[src/sv/rbi_pkg.sv]
// shared types, constants and codes of the rigid body inertia block
package rbi_pkg;

	// fixed point format of inputs and results
	localparam int FRAC_BITS = 16;
	localparam int IN_W      = 32;
	localparam int Q_W       = 48;

	// datapath widths
	localparam int SQ_W    = 2 * IN_W;
	localparam int CUBE_W  = 3 * IN_W;
	localparam int V_W     = CUBE_W + 7;
	localparam int LIMBS   = 4;
	localparam int VP_W    = LIMBS * IN_W;
	localparam int PP_W    = 2 * IN_W;
	localparam int NUM_W   = V_W + IN_W;
	localparam int M_W     = NUM_W + 2;
	localparam int SH      = 2 * FRAC_BITS + 1;
	localparam int MS_W    = M_W - SH;
	localparam int HI_W    = MS_W - Q_W;
	localparam int D_W     = IN_W + 3;
	localparam int DEN_W   = D_W + 5;
	localparam int LANES   = 3;
	localparam int NCELL   = Q_W;

	// output buffer
	localparam int BUF_DEPTH = 2;
	localparam int CNT_W     = $clog2(BUF_DEPTH + 1);

	typedef logic [IN_W-1:0]  word32_t;
	typedef logic [SQ_W-1:0]  sq_t;
	typedef logic [SQ_W:0]    sqsum_t;
	typedef logic [CUBE_W-1:0] cube_t;
	typedef logic [V_W-1:0]   v_t;
	typedef logic [VP_W-1:0]  vp_t;
	typedef logic [PP_W-1:0]  pp_t;
	typedef logic [NUM_W-1:0] num_t;
	typedef logic [M_W-1:0]   m_t;
	typedef logic [MS_W-1:0]  ms_t;
	typedef logic [HI_W-1:0]  hi_t;
	typedef logic [D_W-1:0]   d_t;
	typedef logic [DEN_W-1:0] den_t;
	typedef logic [DEN_W:0]   dent_t;
	typedef logic [Q_W-1:0]   q_t;
	typedef logic [CNT_W-1:0] cnt_t;

	localparam q_t   OUT_MAX    = {Q_W{1'b1}};
	localparam den_t BOX_DEN    = den_t'(12);
	localparam den_t SPHERE_DEN = den_t'(5);

	typedef enum logic [1:0] {
		SHAPE_BOX     = 2'd0,
		SHAPE_CAPSULE = 2'd1,
		SHAPE_SPHERE  = 2'd2,
		SHAPE_BAD     = 2'd3
	} shape_t;

	typedef enum logic [1:0] {
		ST_OK        = 2'd0,
		ST_BAD_SHAPE = 2'd1,
		ST_DEGEN     = 2'd2,
		ST_SAT       = 2'd3
	} status_t;

	// one input request
	typedef struct packed {
		logic [1:0] shape_kind;
		word32_t    mass;
		word32_t    size_x;
		word32_t    size_y;
		word32_t    size_z;
		word32_t    radius;
		word32_t    cyl_height;
	} in_item_t;

	// one lane of the divider chain
	typedef struct packed {
		den_t rem;
		q_t   dvd;
		q_t   quo;
		den_t den;
		logic sat;
	} div_lane_t;

	// word handed from cell to cell
	typedef struct packed {
		logic                  vld;
		status_t               st;
		div_lane_t [LANES-1:0] lane;
	} div_word_t;

	// finished result
	typedef struct packed {
		q_t      inertia_x;
		q_t      inertia_y;
		q_t      inertia_z;
		status_t status;
	} res_t;

endpackage

[src/sv/rbi_out_buf.sv]
// two-entry result buffer between the pipeline and the result channel
module rbi_out_buf (
	input  logic          clk,
	input  logic          arst_n,
	input  logic          push,
	input  rbi_pkg::res_t wr,
	input  logic          take,
	output logic          vld,
	output rbi_pkg::res_t rd,
	output logic          room
);

	rbi_pkg::res_t ent_q [rbi_pkg::BUF_DEPTH];
	rbi_pkg::cnt_t cnt_q;
	logic          wr_ptr_q;
	logic          rd_ptr_q;
	logic          pop;

	assign vld  = (cnt_q != '0);
	assign pop  = take && vld;
	assign room = (cnt_q != rbi_pkg::cnt_t'(rbi_pkg::BUF_DEPTH));
	assign rd   = ent_q[rd_ptr_q];

	// pointers and fill count
	always_ff @(posedge clk or negedge arst_n) begin
		if (!arst_n) begin
			cnt_q    <= '0;
			wr_ptr_q <= 1'b0;
			rd_ptr_q <= 1'b0;
		end else begin
			if (push) begin
				wr_ptr_q <= ~wr_ptr_q;
			end
			if (pop) begin
				rd_ptr_q <= ~rd_ptr_q;
			end
			if (push && !pop) begin
				cnt_q <= cnt_q + 1'b1;
			end else if (pop && !push) begin
				cnt_q <= cnt_q - 1'b1;
			end
		end
	end

	// entries
	always_ff @(posedge clk) begin
		if (push) begin
			ent_q[wr_ptr_q] <= wr;
		end
	end

endmodule

[config.mk]
export PLATFORM = sky130hd
export DESIGN_NAME = rbi_out_buf
export DESIGN_NICKNAME = d
export VERILOG_FILES = /design/src/sv/rbi_pkg.sv /design/src/sv/rbi_out_buf.sv
export SDC_FILE = /design/constraint.sdc
export NUM_CORES = 1
export LEC_CHECK = 0
export BUFFER_PORTS_ARGS = -buffer_cell sky130_fd_sc_hd__buf_4
export CORE_MARGIN = 1.5
export CORE_UTILIZATION = 47
export CTS_CLUSTER_SIZE = 14
export DETAILED_ROUTE_END_ITERATION = 10
export GPL_TIMING_DRIVEN = 0
export PLACE_DENSITY = 0.88
export SLEW_MARGIN = 20
export SYNTH_ARGS = -nofsm -noshare
export SYNTH_HDL_FRONTEND = slang
export SYNTH_SLANG_ARGS = --single-unit
[constraint.sdc]
create_clock -name clk -period 7.99 [get_ports clk]
set_clock_uncertainty 0.15 [all_clocks]
set_input_delay 1.598 -clock clk [delete_from_list [all_inputs] [get_ports clk]]
set_output_delay 1.598 -clock clk [all_outputs]
set_load 0.005 [all_outputs]
# == Word level (Yosys, flattened, before mapping) ==
# Memory sizes are Yosys's and may differ from the RTL's.
# Cells that the tools add are included.
# op_classes
addsub,2
eq_ne,1
mux,4
bitwise_logic,2
reduce_logical,7
# ops
operator,count
two-way mux 2 bit,2
nonzero test 2 bit,2
logical AND 1 bit,3
"adder 2 x 1 -> 2 bit, second input constant",1
logical NOT 1 bit,2
two-way mux 1 bit,2
"inequality test 2 bit, second input constant",1
inverter 1 bit,2
"subtractor 2 x 1 -> 2 bit, second input constant",1
# totals
register_bits,4
ramBits,292
in_bits,150
output_inout_bits,148
elab_cells,20
n_memories,1
# memory_table
memory,depth,word_bits,rd,rd_clocked_by_memory_dff,wr,line,source
ent_q,2,146,1,0,1,rbi_out_buf.sv:13,rbi_pkg::res_t ent_q [rbi_pkg::BUF_DEPTH];

# == Depth between registers and ports, before layout ==
# depth
word_depth,5
depth_mapped,6
mapped_depth_nobuf,6

# == Worst setup path after synthesis ==
# OpenSTA, ideal clock, no wires.
# synth_timing
path_type,input-to-reg
startpoint,in push
endpoint,"mem ent_q[0][0] (netlist name), enable pin"
setup_time_ps,671
t_arrival_ps,7915
t_required_ps,7169
slack_ps,-746
cell_stages,1
n_path_buf,0
cell_sequence,nor2b_1
# synth_between
elab_chain_cells,2
# synth_lines
item,line,source
start: declaration,rbi_out_buf.sv:5,"input logic push,"
two-way mux 1 bit,rbi_out_buf.sv:47,if (push) begin
two-way mux 1 bit (not written as such),rbi_out_buf.sv:48,ent_q[wr_ptr_q] <= wr;
end: declaration,rbi_out_buf.sv:13,
# Every way passes these cells.

==> flow_summary.toml <==
[placed_design]
place_ws_ns = 4.522
dp_hpwl_um = 15010
place_congestion = 0.7453
port_buffers = 297

[clocking]
ctsHoldBuffers = 0
post_cts_buffers = 0
ctsResizeCount = 0
cts_sinks = 296
cts.htree.levels = 1
cts_tree = "yes"
clk_latency_ns = 0.54
cts-root-buf = "clkbuf_16"
cts_buffer_depth = 3
cts_buffers = 30
clk_pin_slew_worst_paths_ns = 0.06

[sta]
worst_slew_pin_slew_ns = 0.6571
max_slew_margin_pct = 56.10
holdWs_ns = 0.3531
timing.final.crit_period_ns = 3.597
max_clock_freq_mhz = 278.0
final_min_period_over_clock_period_pct = 45.02
fin_ws_ns = 4.393
finalHoldViolCount = 0
report.final.slew_viol_count = 0
rsz0062_at_grt = "no"
setup_viol = 0

[global_routing]
grt_antenna_before_repair = 0
grtUsageTotal_pct = 17.75
grt_max_degree = 52
grt_pass1_vias = 5960
grt_remaining_overflow = 0
grt_pass1_wl_um = 32490

[power]
combPwrFrac_pct = 31.1
clkPwrFrac_pct = 26.5
p_total_mw = 5.005
p_switching_mw = 1.299
power-per-cell-area_nw_per_um2 = 345.0
p_leak_nw = 5.466
swShare_pct = 25.95
peakVddDrop_mv = 0.3018
internal_power_mw = 3.706
p_seq_share_pct = 42.5

[floorplanning]
row_count = 55
dieArea_sq_um = 23840
ioPinCount = 298
start_util_pct = 47.74
die_w_um = 154.4
die_y_um = 154.4
core_area_sq_um = 22570

[route]
vias_per_cell = 4.976
vias = 5558
final_antenna_net_count = 0
initialDrtViolationCount = 233
drc = 0
routedWlPerCell_um = 19.49
drt_pre_antenna_iters = 4
wirelength_um = 21780

[synth]
netlist_instances = 470
syn_area_per_cell_sq_um = 22.93
syn_area_sq_um = 10780
yosysSeqAreaShare_pct = 82.30
syn_nets = 621
synth.distinct_cells = 14
yosys_register_bits = 296
yosysWarningCount = 0

[finish]
nNetsFinal = 959
syn_to_final_growth_pct = 34.63
n_antenna_cell = 0
drive_gt1_share_pct = 61.66
layout_common_cells = "buf_4, edfxtp_1, mux2_2"
final_common_cell = "buf_4"
fin_util_pct = 64.27

[job]
cap_violations = 0

[worst_setup_path]
worstPathRequired_ns = 6.24
endpoint_kind = "primary output"
r2r_slack_ns = 5.86
cp.arrival_ns = 1.85
path_max_fanout = 10
path_class = "flip-flop to primary output"
critPathLaunchType = "flip-flop"

[run_status]
run_status = "complete, no violations"

[hold_path]
hp-class = "flip-flop to flip-flop"
==> final cells by class <==
cell class                 instances  area [sq um]
sequential                       296          8869
clock inverter                    21         153.9
multi-input combinational        158          1743
timing repair buffer             306          2420
buffer                            16         173.9
clock buffer                      35         790.8
tap                              285         356.6
fill                            1551          8065
==> per-layer routing <==
layer	up-vias	global-route usage (%)	share of wire [%]
li1	2559	-	-
met1	2718	20.14	36
met2	223	31.08	51
met3	58	5.716	8.8
met4	0	7.234	3.9
met5	-	0	0
==> power groups by stage <==
stage | Sequential (mW) | Combinational, mW | Clock, mW
final | 2.13 | 1.56 | 1.32
after global routing | 2.15 | 1.66 | 1.41
after CTS | 2.13 | 1.58 | 1.35
after detailed placement | 2.16 | 1.57 | 0
after global placement | 2.21 | 1.49 | 0
after floorplan | 2.18 | 0.775 | 0
==> cell usage after synthesis, drive strengths merged <==
cell    number  share of area (%)
edfxtp     292                 81
nor2b        1              0.058
or2          1              0.058
buf         16                1.6
dfrtp        4               0.93
nand2b       1              0.058
nor2         1              0.035
xnor2        2               0.16
nand2        1              0.035
xor2         3               0.24
and2         1              0.058
mux2       146                 15
ha           1               0.12
==> registers in the layout, indices dropped and copies added, names as in the netlist <==
signal / cells
wr_ptr_q: 1
rd_ptr_q: 1
ent_q: 292
cnt_q: 2
==> per-stage QoR <==
step | TNS (ns) | instances | area, sq um
2_1_floorplan | 0 | 470 | 10780
3_3_place_gp | -23.72 | 1052 | 13360
3_5_place_dp | 0 | 1061 | 13560
4_1_cts | 0 | 1117 | 14510
5_1_grt | 0 | 1117 | 14510
6_report | 0 | 1117 | 14510
==> worst paths after layout <==
path | cells past startpoint | from | to
setup / recovery | 4 | rd_ptr_q | rd[94]
hold / removal | 1 | cnt_q[1] | cnt_q[1]
setup reg to reg | 4 | wr_ptr_q | ent_q[0][78]
hold reg to reg | 1 | cnt_q[1] | cnt_q[1]
max in group asynchronous | 1 | arst_n | cnt_q[1]
min in group asynchronous | 1 | arst_n | wr_ptr_q
==> cell families after synthesis <==
| kind of cell | Yosys count | synth area share, % |
|---|---|---|
| fa+ha+maj | 1 | 0.1161 |
| buf+inv | 16 | 1.614 |
| flops | 296 | 82.30 |
| simple gates | 6 | 0.3020 |
| mux | 146 | 15.26 |
| xor+xnor | 5 | 0.4065 |
==> critical path: stages (launching register included) <==
cell and delay [ns]:
dfrtp_1 0.39, buf_6 0.23, buf_6 0.18, mux2_2 0.36, buf_4 0.14
(Power assumes the default switching activity.)
