$ cat src/sv/rbi_pkg.sv
// shared types, constants and codes of the rigid body inertia block
package rbi_pkg;

	// fixed point format of inputs and results
	localparam int FRAC_BITS = 16;
	localparam int IN_W      = 32;
	localparam int Q_W       = 48;

	// datapath widths
	localparam int SQ_W    = 2 * IN_W;
	localparam int CUBE_W  = 3 * IN_W;
	localparam int V_W     = CUBE_W + 7;
	localparam int LIMBS   = 4;
	localparam int VP_W    = LIMBS * IN_W;
	localparam int PP_W    = 2 * IN_W;
	localparam int NUM_W   = V_W + IN_W;
	localparam int M_W     = NUM_W + 2;
	localparam int SH      = 2 * FRAC_BITS + 1;
	localparam int MS_W    = M_W - SH;
	localparam int HI_W    = MS_W - Q_W;
	localparam int D_W     = IN_W + 3;
	localparam int DEN_W   = D_W + 5;
	localparam int LANES   = 3;
	localparam int NCELL   = Q_W;

	// output buffer
	localparam int BUF_DEPTH = 2;
	localparam int CNT_W     = $clog2(BUF_DEPTH + 1);

	typedef logic [IN_W-1:0]  word32_t;
	typedef logic [SQ_W-1:0]  sq_t;
	typedef logic [SQ_W:0]    sqsum_t;
	typedef logic [CUBE_W-1:0] cube_t;
	typedef logic [V_W-1:0]   v_t;
	typedef logic [VP_W-1:0]  vp_t;
	typedef logic [PP_W-1:0]  pp_t;
	typedef logic [NUM_W-1:0] num_t;
	typedef logic [M_W-1:0]   m_t;
	typedef logic [MS_W-1:0]  ms_t;
	typedef logic [HI_W-1:0]  hi_t;
	typedef logic [D_W-1:0]   d_t;
	typedef logic [DEN_W-1:0] den_t;
	typedef logic [DEN_W:0]   dent_t;
	typedef logic [Q_W-1:0]   q_t;
	typedef logic [CNT_W-1:0] cnt_t;

	localparam q_t   OUT_MAX    = {Q_W{1'b1}};
	localparam den_t BOX_DEN    = den_t'(12);
	localparam den_t SPHERE_DEN = den_t'(5);

	typedef enum logic [1:0] {
		SHAPE_BOX     = 2'd0,
		SHAPE_CAPSULE = 2'd1,
		SHAPE_SPHERE  = 2'd2,
		SHAPE_BAD     = 2'd3
	} shape_t;

	typedef enum logic [1:0] {
		ST_OK        = 2'd0,
		ST_BAD_SHAPE = 2'd1,
		ST_DEGEN     = 2'd2,
		ST_SAT       = 2'd3
	} status_t;

	// one input request
	typedef struct packed {
		logic [1:0] shape_kind;
		word32_t    mass;
		word32_t    size_x;
		word32_t    size_y;
		word32_t    size_z;
		word32_t    radius;
		word32_t    cyl_height;
	} in_item_t;

	// one lane of the divider chain
	typedef struct packed {
		den_t rem;
		q_t   dvd;
		q_t   quo;
		den_t den;
		logic sat;
	} div_lane_t;

	// word handed from cell to cell
	typedef struct packed {
		logic                  vld;
		status_t               st;
		div_lane_t [LANES-1:0] lane;
	} div_word_t;

	// finished result
	typedef struct packed {
		q_t      inertia_x;
		q_t      inertia_y;
		q_t      inertia_z;
		status_t status;
	} res_t;

endpackage

$ cat src/sv/rbi_div_cell.sv
// one restoring division step for all three lanes
module rbi_div_cell (
	input  logic               clk,
	input  logic               arst_n,
	input  logic               en,
	input  rbi_pkg::div_word_t d,
	output rbi_pkg::div_word_t q
);

	rbi_pkg::div_word_t nxt;
	rbi_pkg::div_word_t word_s1;
	rbi_pkg::dent_t     t [rbi_pkg::LANES];
	logic               qbit [rbi_pkg::LANES];
	logic               vld_s1;

	// shift in the next dividend bit and try to subtract
	always_comb begin
		nxt = d;
		for (int l = 0; l < rbi_pkg::LANES; l++) begin
			t[l]    = {d.lane[l].rem, d.lane[l].dvd[rbi_pkg::Q_W-1]};
			qbit[l] = (t[l] >= {1'b0, d.lane[l].den});
			if (qbit[l]) begin
				nxt.lane[l].rem = rbi_pkg::den_t'(t[l] - {1'b0, d.lane[l].den});
			end else begin
				nxt.lane[l].rem = t[l][rbi_pkg::DEN_W-1:0];
			end
			nxt.lane[l].dvd = {d.lane[l].dvd[rbi_pkg::Q_W-2:0], 1'b0};
			nxt.lane[l].quo = {d.lane[l].quo[rbi_pkg::Q_W-2:0], qbit[l]};
		end
	end

	// valid bit
	always_ff @(posedge clk or negedge arst_n) begin
		if (!arst_n) begin
			vld_s1 <= 1'b0;
		end else if (en) begin
			vld_s1 <= d.vld;
		end
	end

	// payload
	always_ff @(posedge clk) begin
		if (en) begin
			word_s1 <= nxt;
		end
	end

	always_comb begin
		q     = word_s1;
		q.vld = vld_s1;
	end

endmodule

$ cat config.mk
export PLATFORM = sky130hd
export DESIGN_NAME = rbi_div_cell
export DESIGN_NICKNAME = d
export VERILOG_FILES = /design/src/sv/rbi_pkg.sv /design/src/sv/rbi_div_cell.sv
export SDC_FILE = /design/constraint.sdc
export NUM_CORES = 1
export LEC_CHECK = 0
export ABC_AREA = 1
export BUFFER_PORTS_ARGS = -buffer_cell sky130_fd_sc_hd__buf_2
export CORE_AREA = 2 2 413 415
export CTS_CLUSTER_SIZE = 14
export DETAILED_ROUTE_END_ITERATION = 10
export DIE_AREA = 0 0 415 417
export PLACE_DENSITY = 0.33
export SLEW_MARGIN = 20
export SYNTH_ARGS = -nofsm -noshare
export SYNTH_HDL_FRONTEND = slang
export SYNTH_SLANG_ARGS = --single-unit
$ cat constraint.sdc
create_clock -name clk -period 2.25 [get_ports clk]
set_input_delay 0.1125 -clock clk [delete_from_list [all_inputs] [get_ports clk]]
set_output_delay 0.1125 -clock clk [all_outputs]
set_load 0.03 [all_outputs]
# Yosys cells after proc, flatten, opt, wreduce, memory -nomap -nowiden
# Index checks and enable logic that the tools add are counted.
word_totals:
  output_inout_bits: 534
  wordCells: 26
  regBits: 531
classes:
  magnitude_cmp: 3
  mux: 3
  n_addsub: 3
op_table:
  columns: ["op", "count"]
  rows:
  - ["41-bit by 40-bit greater-or-equal comparator with 1-bit output", 3]
  - ["40-bit 2-to-1 mux", 3]
  - ["40-bit subtractor", 3]

# Longest topological paths before layout
logic_depth:
  ltp_word: 2
  mapped_depth: 17
  depth_no_buf: 15

# Worst setup path after synthesis
# No wires, ideal clock.
synth_path:
  path_kind: "input -> register"
  startpoint: "input port d[386] (netlist bit)"
  endpoint: "register word_s1 (netlist bit q[527]) (data pin)"
  n_path_buf: 2
  t_required_ns: 1.997
  stages: 12
  path_slack_ns: 0.408
  setup_time_ns: 0.253
  arrival_ns: 1.589
  cell_sequence: "inv_1 > ha_1 > nand2_1 > inv_1 > a21oi_1 > nand2_1 > a21oi_1 > nand4_1 > buf_4 > buf_6 > nand3_1 > nand2_1"
synth_rtl:
  columns: ["item", "line_no", "text"]
  rows:
  - ["from (decl)", "rbi_div_cell.sv:6", "input rbi_pkg::div_word_t d,"]
  - ["to (signal assigned)", "rbi_div_cell.sv:44", "word_s1 <= nxt;"]
  - ["to (decl)", "rbi_div_cell.sv:11", "rbi_pkg::div_word_t word_s1;"]

==> results.sh <==
export IMPL_run_status="completed"
export IMPL_slowest_delay_ns=0.54
export IMPL_cts_htree_levels=3
export IMPL_synthTopCellsByArea="edfxtp_1, nand2_1, inv_1, ha_1, nand3_1"
export IMPL_synth_most_common_cell="nand2_1"
export IMPL_crit_fanout=6
export IMPL_ys_seq_elements=531
export IMPL_clk_path_buf_depth=3
export IMPL_power_switching_w=0.0113
export IMPL_antenna_found_initial=23
export IMPL_dr_pass1_iters=6
export IMPL_clkLatencyLatePin_ns=0.66
export IMPL_r2r_start="vld_s1$_DFFE_PN0P_"
export IMPL_path_clk_slew_ns=0.06
export IMPL_synth_edf_count=530
export IMPL_fin_crit_sh_pct=97.2
export IMPL_root_buffer="clkbuf_16"
export IMPL_startpoint="d[383]"
export IMPL_hold_viol=0
export IMPL_rr_endpoint="vld_s1$_DFFE_PN0P_"
export IMPL_power_density_nw_per_um2=703
export IMPL_crit_path_top_delay_cell="dlygate4sd3_1"
export IMPL_cts_tree="yes"
export IMPL_grt_max_degree=66
export IMPL_finClkSkew_ns=0
export IMPL_cp_required_ns=2.66
export IMPL_syn_inst=2973
export IMPL_crit_path_end_kind="flop"
export IMPL_holdPathStages=2
export IMPL_syn_cell_area_um2=27300
export IMPL_die_area_um2=173000
export IMPL_hp_start="d[440]"
export IMPL_synth_distinct_cells=35
export IMPL_synth_largest_area_cell="edfxtp_1"
export IMPL_pre_cts_slack_ns=-0.183
export IMPL_overflow=0
export IMPL_synthArstFlopShare_pct=0.188
export IMPL_viasPerCell=3.74
export IMPL_critPathKind="primary input to flop"
export IMPL_route_detailed_drc=0
export IMPL_pwr_share_seq_pct=37.2
export IMPL_maxSlewViolCount=0
export IMPL_power_switching_share_pct=34.0
export IMPL_seq_area_frac_synth_pct=58.3
export IMPL_vias=27569
export IMPL_ios=1071
export IMPL_routed_wl_um=150000
export IMPL_worstPathArrival_ns=2.60
export IMPL_start_util_pct=16.2
export IMPL_routedWlPerCell_um=20.4
export IMPL_start_kind="primary input"
export IMPL_holdWs_ns=0.142
export IMPL_synthToLayoutAreaGrowth_pct=72.8
export IMPL_nets=5747
export IMPL_ys_top_cells_by_count="nand2_1, edfxtp_1, inv_1"
export IMPL_cts_sinks=531
export IMPL_die_y_um=417
export IMPL_grt_total_usage_pct=16.8
export IMPL_p_leak_nw=22.8
export IMPL_rsz0062_at_grt="true"
export IMPL_cap_violations=0
export IMPL_pwr_share_clk_pct=34.2
export IMPL_grt_pass1_wl_um=207000
export IMPL_regToRegSetupSlack_ns=1.51
export IMPL_p_int_w=0.0219
export IMPL_pwr_share_comb_pct=28.5
export IMPL_slew_headroom_pct=63.4
export IMPL_die_width_um=415
export IMPL_path_buf_inv=6
export IMPL_syn_area_per_cell_um2=9.19
export IMPL_hold_end="q[441]$_DFFE_PP_"
export IMPL_synth_warnings=0
export IMPL_grt_pass1_vias=28491
export IMPL_crit_family="buffers and inverters"
export IMPL_io_buffers=1064
export IMPL_drive_gt1_share_pct=34.4
export IMPL_crit_path_frequent_cell="nand2_1"
export IMPL_place_hpwl_um=127000
export IMPL_synth_flop_cell="edfxtp_1"
export IMPL_fp_row_count=151
export IMPL_fin_crit_ns=2.19
export IMPL_worst_pin_slew_ns=0.549
export IMPL_synth_top_area_share_pct=58.2
export IMPL_core_area_um2=169000
export IMPL_cp_cell_sequence="dlygate4sd3_1 > buf_2 > inv_2 > ha_2 > a21oi_2 > buf_4 > nand2_1 > nand2_1 > nand2_1 > a21oi_2 > nand4_1 > buf_4 > clkbuf_16 > nand3_1 > nand2_1"
export IMPL_routabilityCongestion=0.881
export IMPL_vdd_ir_drop_max_v=0.000509
export IMPL_r2r_cells=1
export IMPL_hold_class="primary input to flop"
export IMPL_drt_iter0_drc=1494
export IMPL_clock_fmax_mhz=457
export IMPL_ant_nets=0
export IMPL_cts_inserted_buffers=72
export IMPL_worst_slack_ns=0.0639
export IMPL_setup_viol=0
-- metrics by stage --
stage               instances  total power, W  cell area, µm²  util (%)  setup TNS (ns)
global route             7367          0.0348           47200      28.0          -0.432
detailed placement       6690          0.0212           39000      23.2           -8.83
finish                   7367          0.0332           47200      28.0               0
CTS                      7354          0.0338           46600      27.7               0
floorplan                2975          0.0168           27300         -               0
global placement         6690          0.0212           39000      23.2           -9.02
-- power groups by stage --
stage	Sequential, W	Clock, W	Combinational (W)
finish	0.0124	0.0114	0.00947
detailed placement	0.0126	0	0.00865
global route	0.0124	0.0122	0.0102
global placement	0.0126	0	0.00868
CTS	0.0124	0.0119	0.00950
floorplan	0.0144	0	0.00235
-- per-layer routing --
layer	track usage (%)	share of wire, %	up-vias
li1	-	-	13810
met2	32.8	55	739
met3	2.59	4.1	167
met5	0	0.037	-
met4	4.94	2.7	8
met1	18.4	38	12845
-- flip-flops by register name, indices dropped and copies added (netlist names) --
name,cells
q,530
vld_s1,1
-- what timing repair did --
action / 4_1_cts / 5_1_grt
setup endpoints to repair: 0 / 116
resized for setup: 0 / 120
setup buffers: 0 / 5
hold endpoints to repair: 550 / 4
hold buffers: 531 / 4
-- worst max-delay path by stage --
stage                             endpoint  cells after the start  slack (ns)
after floorplan           q[527]$_DFFE_PP_                     12        0.41
after global placement    q[172]$_DFFE_PP_                     13       -0.20
after detailed placement  q[172]$_DFFE_PP_                     13       -0.18
after CTS                 q[172]$_DFFE_PP_                     14       0.006
after global routing      q[343]$_DFFE_PP_                     16       -0.05
final                     q[525]$_DFFE_PP_                     15        0.06
-- cell families after synthesis --
group | after synthesis | share of synthesized area [%]
simple gates | 1551 | 22.9
buf+inv | 554 | 7.99
flops | 531 | 58.3
compound gates | 146 | 2.87
fa+ha+maj | 123 | 5.71
xor+xnor | 66 | 2.12
other cells | 1 | 0.0137
mux | 1 | 0.0412
-- final cells by class --
cell class / count / area [µm²]
fillers: 18443 / 121000
repair buffers: 2073 / 14600
inverters: 519 / 1950
clock buffers: 87 / 1860
multi-input cells: 1890 / 9680
diodes: 3 / 7.51
well taps: 2218 / 2780
flip-flops and latches: 531 / 15900
clock inverters: 46 / 448
-- cell usage in the layout, fill, tap and decap left out, drive strengths merged --
cell / n
o21ai: 39
nand2: 1044
clkbuf: 90
a21o: 3
inv: 522
o21a: 3
nand4: 11
dlymetal6s4s: 4
mux2: 1
a21boi: 1
a21oi: 86
diode: 3
clkinv: 36
xor2: 62
dlygate4sd3: 531
o21bai: 14
nor3: 21
nand3: 200
nand3b: 22
edfxtp: 530
ha: 120
dfrtp: 1
clkinvlp: 4
xnor2: 4
nor2: 247
or2: 2
conb: 3
nor4: 4
buf: 1535
fa: 3
bufinv: 3
Power figures use the tool's default switching activity.
